==> src/sv/p2b_pkg.sv <==
package p2b_pkg;

  typedef enum logic [1:0] {
    FMT_BGRA8 = 2'd0,
    FMT_RGBA8 = 2'd1,
    FMT_HALF  = 2'd2
  } p2b_fmt_e;

  localparam int unsigned NUM_LANES = 4;

  // binary16 fields
  localparam logic [4:0]  EXP_MAX    = 5'd31;
  localparam logic [4:0]  EXP_ONE    = 5'd15;
  localparam logic [4:0]  EXP_DENORM = 5'd0;
  localparam logic [7:0]  UNORM_MAX  = 8'd255;
  localparam logic [31:0] ROUND_HALF = 32'h0080_0000;

  typedef struct packed {
    logic [15:0] src_lane3;
    logic [15:0] src_lane2;
    logic [15:0] src_lane1;
    logic [15:0] src_lane0;
  } p2b_in_t;

  typedef struct packed {
    logic [7:0] alpha_byte;
    logic [7:0] red_byte;
    logic [7:0] green_byte;
    logic [7:0] blue_byte;
  } p2b_out_t;

  // Control carried alongside the lane registers.
  typedef struct packed {
    logic valid;
    logic swap;
  } p2b_stage_t;

endpackage

==> src/sv/p2b_lane.sv <==
module p2b_lane (
  input  logic        clk_i,
  input  logic        en_i,
  input  logic        half_i,
  input  logic [15:0] data_i,
  output logic [7:0]  byte_o
);
  import p2b_pkg::*;

  logic        sign;
  logic [4:0]  ex;
  logic [9:0]  mant;
  logic [10:0] sig;
  logic        force_d, force_q;
  logic [7:0]  val_d, val_q;
  logic [18:0] prod_d, prod_q;
  logic [3:0]  sh_d, sh_q;
  logic [31:0] scaled;

  assign sign = data_i[15];
  assign ex   = data_i[14:10];
  assign mant = data_i[9:0];

  always_comb begin
    force_d = 1'b1;
    val_d   = 8'd0;
    if (!half_i) begin
      val_d = data_i[7:0];
    end else if (ex == EXP_MAX) begin
      // +inf saturates, NaN and -inf go to zero
      val_d = ((mant == 10'd0) && !sign) ? UNORM_MAX : 8'd0;
    end else if (sign) begin
      val_d = 8'd0;
    end else if (ex >= EXP_ONE) begin
      val_d = UNORM_MAX;
    end else begin
      force_d = 1'b0;
    end
  end

  // h = sig * 2^(e-1) * 2^-24, denormals use e = 1
  assign sig    = (ex == EXP_DENORM) ? {1'b0, mant} : {1'b1, mant};
  assign sh_d   = (ex == EXP_DENORM) ? 4'd0 : (ex[3:0] - 4'd1);
  assign prod_d = 19'(sig) * 19'(UNORM_MAX);

  always_ff @(posedge clk_i) begin
    if (en_i) begin
      force_q <= force_d;
      val_q   <= val_d;
      prod_q  <= prod_d;
      sh_q    <= sh_d;
    end
  end

  assign scaled = (32'(prod_q) << sh_q) + ROUND_HALF;
  assign byte_o = force_q ? val_q : scaled[31:24];

endmodule

==> src/sv/p2b_merge.sv <==
module p2b_merge (
  input  logic                               clk_i,
  input  logic                               rst_ni,
  input  p2b_pkg::p2b_stage_t                ctrl_i,
  input  logic [p2b_pkg::NUM_LANES-1:0][7:0] lane_i,
  input  logic                               out_ready_i,
  output logic                               adv_o,
  output logic                               out_valid_o,
  output p2b_pkg::p2b_out_t                  out_data_o
);
  import p2b_pkg::*;

  logic     valid_q;
  p2b_out_t data_d, data_q;

  // Lanes are in memory order; ctrl_i.swap (RGBA8, half) swaps first and third.
  always_comb begin
    data_d.green_byte = lane_i[1];
    data_d.alpha_byte = lane_i[3];
    if (ctrl_i.swap) begin
      data_d.blue_byte = lane_i[2];
      data_d.red_byte  = lane_i[0];
    end else begin
      data_d.blue_byte = lane_i[0];
      data_d.red_byte  = lane_i[2];
    end
  end

  assign adv_o = !valid_q || out_ready_i;

  always_ff @(posedge clk_i or negedge rst_ni) begin
    if (!rst_ni) begin
      valid_q <= 1'b0;
    end else if (adv_o) begin
      valid_q <= ctrl_i.valid;
    end
  end

  always_ff @(posedge clk_i) begin
    if (adv_o && ctrl_i.valid) begin
      data_q <= data_d;
    end
  end

  assign out_valid_o = valid_q;
  assign out_data_o  = data_q;

endmodule

==> src/sv/pixel_to_bgra8_converter_unit.sv <==
// An input transaction passes the lane register, then the output register, to output valid.
// Throughput: 1 pixel per cycle unless output stalls; four channel lanes work in parallel.
// A stalled output holds the pipe; in_ready_o drops only when both stages are full
// and out_ready_i is low.
// Reset (rst_ni, async, active low): pipe emptied, source format back to BGRA8.
// Config transactions are always accepted; write only while the pipe is empty.
module pixel_to_bgra8_converter_unit (
  input  logic              clk_i,
  input  logic              rst_ni,
  // configuration write channel
  input  logic              cfg_valid_i,
  output logic              cfg_ready_o,
  input  logic [1:0]        cfg_data_i,
  // source pixel channel
  input  logic              in_valid_i,
  output logic              in_ready_o,
  input  p2b_pkg::p2b_in_t  in_data_i,
  // BGRA8 pixel channel
  output logic              out_valid_o,
  input  logic              out_ready_i,
  output p2b_pkg::p2b_out_t out_data_o
);
  import p2b_pkg::*;

  logic [1:0]                  fmt_q;
  logic                        half_fmt;
  logic                        s1_en;
  logic                        s2_en;
  p2b_stage_t                  ctrl_d, ctrl_q;
  logic [NUM_LANES-1:0][15:0]  lane_in;
  logic [NUM_LANES-1:0][7:0]   lane_byte;

  // Format register; code 3 falls through to passthrough.
  assign cfg_ready_o = 1'b1;

  always_ff @(posedge clk_i or negedge rst_ni) begin
    if (!rst_ni) begin
      fmt_q <= FMT_BGRA8;
    end else if (cfg_valid_i && cfg_ready_o) begin
      fmt_q <= cfg_data_i;
    end
  end

  assign half_fmt = (fmt_q == FMT_HALF);

  // Stage 1 loads when it is empty or the output stage takes its contents.
  assign s1_en      = !ctrl_q.valid || s2_en;
  assign in_ready_o = s1_en;

  assign ctrl_d.valid = in_valid_i;
  assign ctrl_d.swap  = (fmt_q == FMT_RGBA8) || (fmt_q == FMT_HALF);

  always_ff @(posedge clk_i or negedge rst_ni) begin
    if (!rst_ni) begin
      ctrl_q <= '0;
    end else if (s1_en) begin
      ctrl_q <= ctrl_d;
    end
  end

  assign lane_in[0] = in_data_i.src_lane0;
  assign lane_in[1] = in_data_i.src_lane1;
  assign lane_in[2] = in_data_i.src_lane2;
  assign lane_in[3] = in_data_i.src_lane3;

  // One converter per channel: half decode + scale by 255, or low-byte pass.
  for (genvar g = 0; g < NUM_LANES; g++) begin : g_lane
    p2b_lane u_lane (
      .clk_i  (clk_i),
      .en_i   (s1_en && in_valid_i),
      .half_i (half_fmt),
      .data_i (lane_in[g]),
      .byte_o (lane_byte[g])
    );
  end

  // Swizzle into BGRA order and hold in the output register.
  p2b_merge u_merge (
    .clk_i       (clk_i),
    .rst_ni      (rst_ni),
    .ctrl_i      (ctrl_q),
    .lane_i      (lane_byte),
    .out_ready_i (out_ready_i),
    .adv_o       (s2_en),
    .out_valid_o (out_valid_o),
    .out_data_o  (out_data_o)
  );

endmodule

==> config.mk <==
export PLATFORM = sky130hd
export DESIGN_NAME = pixel_to_bgra8_converter_unit
export DESIGN_NICKNAME = d
export VERILOG_FILES = /design/src/sv/p2b_pkg.sv /design/src/sv/p2b_lane.sv /design/src/sv/p2b_merge.sv /design/src/sv/pixel_to_bgra8_converter_unit.sv
export SDC_FILE = /design/constraint.sdc
export NUM_CORES = 1
export LEC_CHECK = 0
export BUFFER_PORTS_ARGS = -buffer_cell sky130_fd_sc_hd__buf_2
export CORE_ASPECT_RATIO = 0.6
export CORE_UTILIZATION = 65
export CTS_CLUSTER_SIZE = 10
export DETAILED_ROUTE_END_ITERATION = 8
export PLACE_DENSITY = 0.81
export RECOVER_POWER = 25
export SYNTH_ARGS = -nofsm -noshare
export SYNTH_HDL_FRONTEND = slang
export SYNTH_SLANG_ARGS = --single-unit
==> constraint.sdc <==
create_clock -name clk_i -period 7.12 [get_ports clk_i]
set_input_delay 1.068 -clock clk_i [delete_from_list [all_inputs] [get_ports clk_i]]
set_output_delay 1.068 -clock clk_i [all_outputs]
set_load 0.005 [all_outputs]
==> metrics.cfg <==
[status]
status=finished with violations
failed_checks=capacitance limit, slew limit

[synthesis]
yosysTopAreaCell=edfxtp_1
synthTopCellsByArea=edfxtp_1, fa_1, ha_1
syn_inst=1447
ys_seq_area_share_pct=25.5
async_flop_share_pct=3.76
synth-edff-count=128
yosysWarnings=0
avgSynthCellArea_sq_um=10.8
synth_seq_cells=133
syn-cell-area_sq_um=15600
synth_top_area_share_pct=24.7
synth_cell_type_count=77
ys_dominant_reg_cell=edfxtp_1
synth.net_count=1879

[power]
power_mw=6.02
ir_drop_v=0.000283
p_per_area_nw_per_um2=355
p_leak_nw=8.00

[finish]
final_util_pct=72.7
drive_gt1_share_pct=11.9
diodes=0
area_growth_pct=8.62
fillers=1632
nNetsFinal=1971

[clock_network]
clock_sinks=133
cts_resized=0
cts_buffers=17
cts_buffer_depth=2
clk_latency_ns=0.42
path_clk_slew_ns=0.06
root_buffer=clkbuf_16
h-tree-depth=4
holdBufCountCts=0
post-cts-setup-buffers=0
cts_tree=done

[critical_path]
max_stage_delay_ns=0.64
crit_chain=clkbuf_1 > inv_1 > ha_1 > nor4b_1 > inv_1 > fa_1 > inv_1 > fa_1 > fa_1 > fa_1 > inv_1 > ha_1 > o21ai_0 > nand2b_1 > a21oi_1 > a211oi_1 > or3_1 > and2_1
end_kind=flip-flop
critPathMaxFanout=8
worstPathArrival_ns=6.17
crit_required_ns=7.29
path_class=input port to flip-flop
start_kind=input port
cp_slowest_cell=nor4b_1

[sta]
rsz0062_at_grt=no
skew_ns=0.00964
tightest_slew_ns=1.75
tns_ns=0
drv_slew=33
setup_viol_count_final=0
clock.fmax_mhz=167
fin_crit_sh_pct=84.3
period_minus_slack_ns=6.00
max-slew-margin-rel_pct=-16.8
finalHoldViolations=0

[place]
hpwl_mm=26.9
io_buffers=104
routabilityCongestion=0.940

[floorplanning]
die_x_um=202
core_area_sq_um=23300
die_h_um=122
start_util_pct=66.9
die-area_sq_um=24600
rows=43
io_pins=106

[routing]
routed_wl_mm=32.4
ant_nets=0
drt-initial-drc-count=936
wl_per_cell_um=17.4
dr.pass1.iters=6
num_vias=10609
vias_per_cell=5.69
drc=0

[grt]
grt.overflow.total=0
grt_use_total_pct=28.0
grt_start_max_net_pins=75
grt_pass1_wl_mm=53.3
grt_pass1_vias=10531
antenna_found_initial=0

[hold_path]
holdCritPathClass=flip-flop to flip-flop

[flow_run]
cap_violations=1

## synth_stat cells, types with 4 or more instances
master    count
nor2_1       62
a21oi_1      36
dfrtp_1       5
mux2i_1      29
nor3_1       13
nor2b_1       8
o31ai_1       7
nand2_1      63
and2_1       11
mux4_2       24
and4_1        5
clkbuf_1     23
mux4_1        7
nand4_1      12
buf_6         4
o32ai_1       6
inv_1       313
and3_1       17
a21o_1       14
fa_1        176
or3_1         5
buf_1         4
nor3b_1       4
nor4b_1       4
or4b_2        4
buf_4         4
xnor2_1      49
nand2b_1     16
o211ai_1      5
nand3b_1      8
edfxtp_1    128
a31oi_1      13
mux2_2       14
nand3_1      16
a211oi_1      5
xor2_1       22
o21ai_0      69
ha_1        185
## worst max-delay path: cells and delay by family
family	cells	cell delay, ns
adders and majority gates	6	2.67
and+or+nand+nor	4	1.22
buffers and inverters	5	0.73
AOI/OAI and AO/OA	3	0.47
## metrics by stage
step | setup WS, ns | instances | hold WS, ns | area (sq um)
2_1_floorplan | 1.37 | 1447 | 0.449 | 15600
3_3_place_gp | 1.02 | 1835 | 0.471 | 16400
3_5_place_dp | 0.786 | 1835 | 0.477 | 16400
4_1_cts | 1.20 | 1866 | 0.484 | 17000
5_1_grt | 0.710 | 1866 | 0.506 | 16900
6_report | 1.12 | 1866 | 0.488 | 16900
## cells in the final DEF, fill, tap and decap left out, types with 6 or more instances in the layout
cell type / synthesis / final
o31ai_1: 7 / 7
mux2i_1: 29 / 29
o21ai_0: 69 / 69
buf_2: 2 / 99
mux4_2: 24 / 24
a21oi_1: 36 / 36
mux4_1: 7 / 7
nor2_1: 62 / 62
o32ai_1: 6 / 6
mux2_2: 14 / 14
nand3_1: 16 / 16
nand4_1: 12 / 12
and2_1: 11 / 10
edfxtp_1: 128 / 128
xor2_1: 22 / 22
xnor2_1: 49 / 49
nor2b_1: 8 / 8
inv_1: 313 / 313
and3_1: 17 / 17
ha_1: 185 / 185
clkbuf_16: 0 / 17
fa_1: 176 / 176
nand3b_1: 8 / 8
nand2b_1: 16 / 16
a31oi_1: 13 / 13
nand2_1: 63 / 63
a21o_1: 14 / 14
nor3_1: 13 / 13
clkbuf_1: 23 / 8
## layout make-up
| cell class | count | area, sq um | area share, % |
|---|---|---|---|
| inverters | 314 | 1180 | 6.96 |
| multi-input cells | 963 | 10300 | 60.6 |
| flip-flops and latches | 133 | 3970 | 23.4 |
| clock buffers | 17 | 425 | 2.51 |
| well taps | 315 | 394 | 2.33 |
| repair buffers | 110 | 548 | 3.24 |
| clock inverters | 14 | 163 | 0.961 |
## where the power goes
part	internal, mW	total, mW	switching (mW)
clock	0.546	0.881	0.336
combinational	1.70	3.68	1.99
sequential	1.28	1.45	0.170
## layer usage
metal / routed length, um / part of all wire (%) / track usage [%] / vias to the layer above
met4: 403 / 1.2 / 5.92 / 0
met5: 0 / 0 / 0 / -
met2: 14000 / 43 / 41.6 / 366
met1: 15700 / 48 / 43.0 / 5175
met3: 2330 / 7.2 / 5.32 / 29
li1: - / - / - / 5039
## worst paths after layout
check                                          from                     endpoint  slack, ns  cells after the start
hold reg to reg                           ctrl_q[1]          u_merge.out_valid_o       0.49                      1
max in group asynchronous                    rst_ni                     fmt_q[1]       6.24                      1
hold / removal                            ctrl_q[1]          u_merge.out_valid_o       0.49                      1
setup / recovery                      in_data_i[42]  g_lane[2].u_lane.prod_q[16]       1.12                     18
min in group asynchronous                    rst_ni                    ctrl_q[0]       0.57                      1
setup reg to reg           g_lane[2].u_lane.sh_q[0]        u_merge.out_data_o[7]       3.27                     10
## sequential cells by signal (all words and copies together), names as in the netlist
name / count
ctrl_q: 2
fmt_q: 2
g_lane.u_lane.force_q: 4
g_lane.u_lane.prod_q: 44
g_lane.u_lane.sh_q: 16
g_lane.u_lane.val_q: 32
u_merge.out_data_o: 32
u_merge.out_valid_o: 1
## logic make-up after synthesis
group / count (synthesis) / synth area share, %
and+or+nand+nor: 263 / 8.81
adders and majority gates: 361 / 37.5
muxes: 75 / 7.67
xor gates and xnor gates: 71 / 3.99
AOI/OAI and AO/OA: 192 / 7.83
other: 1 / 0.0241
DFF: 133 / 25.5
buffers and inverters: 351 / 8.76
Note: power is estimated with default switching activity, not from simulation.
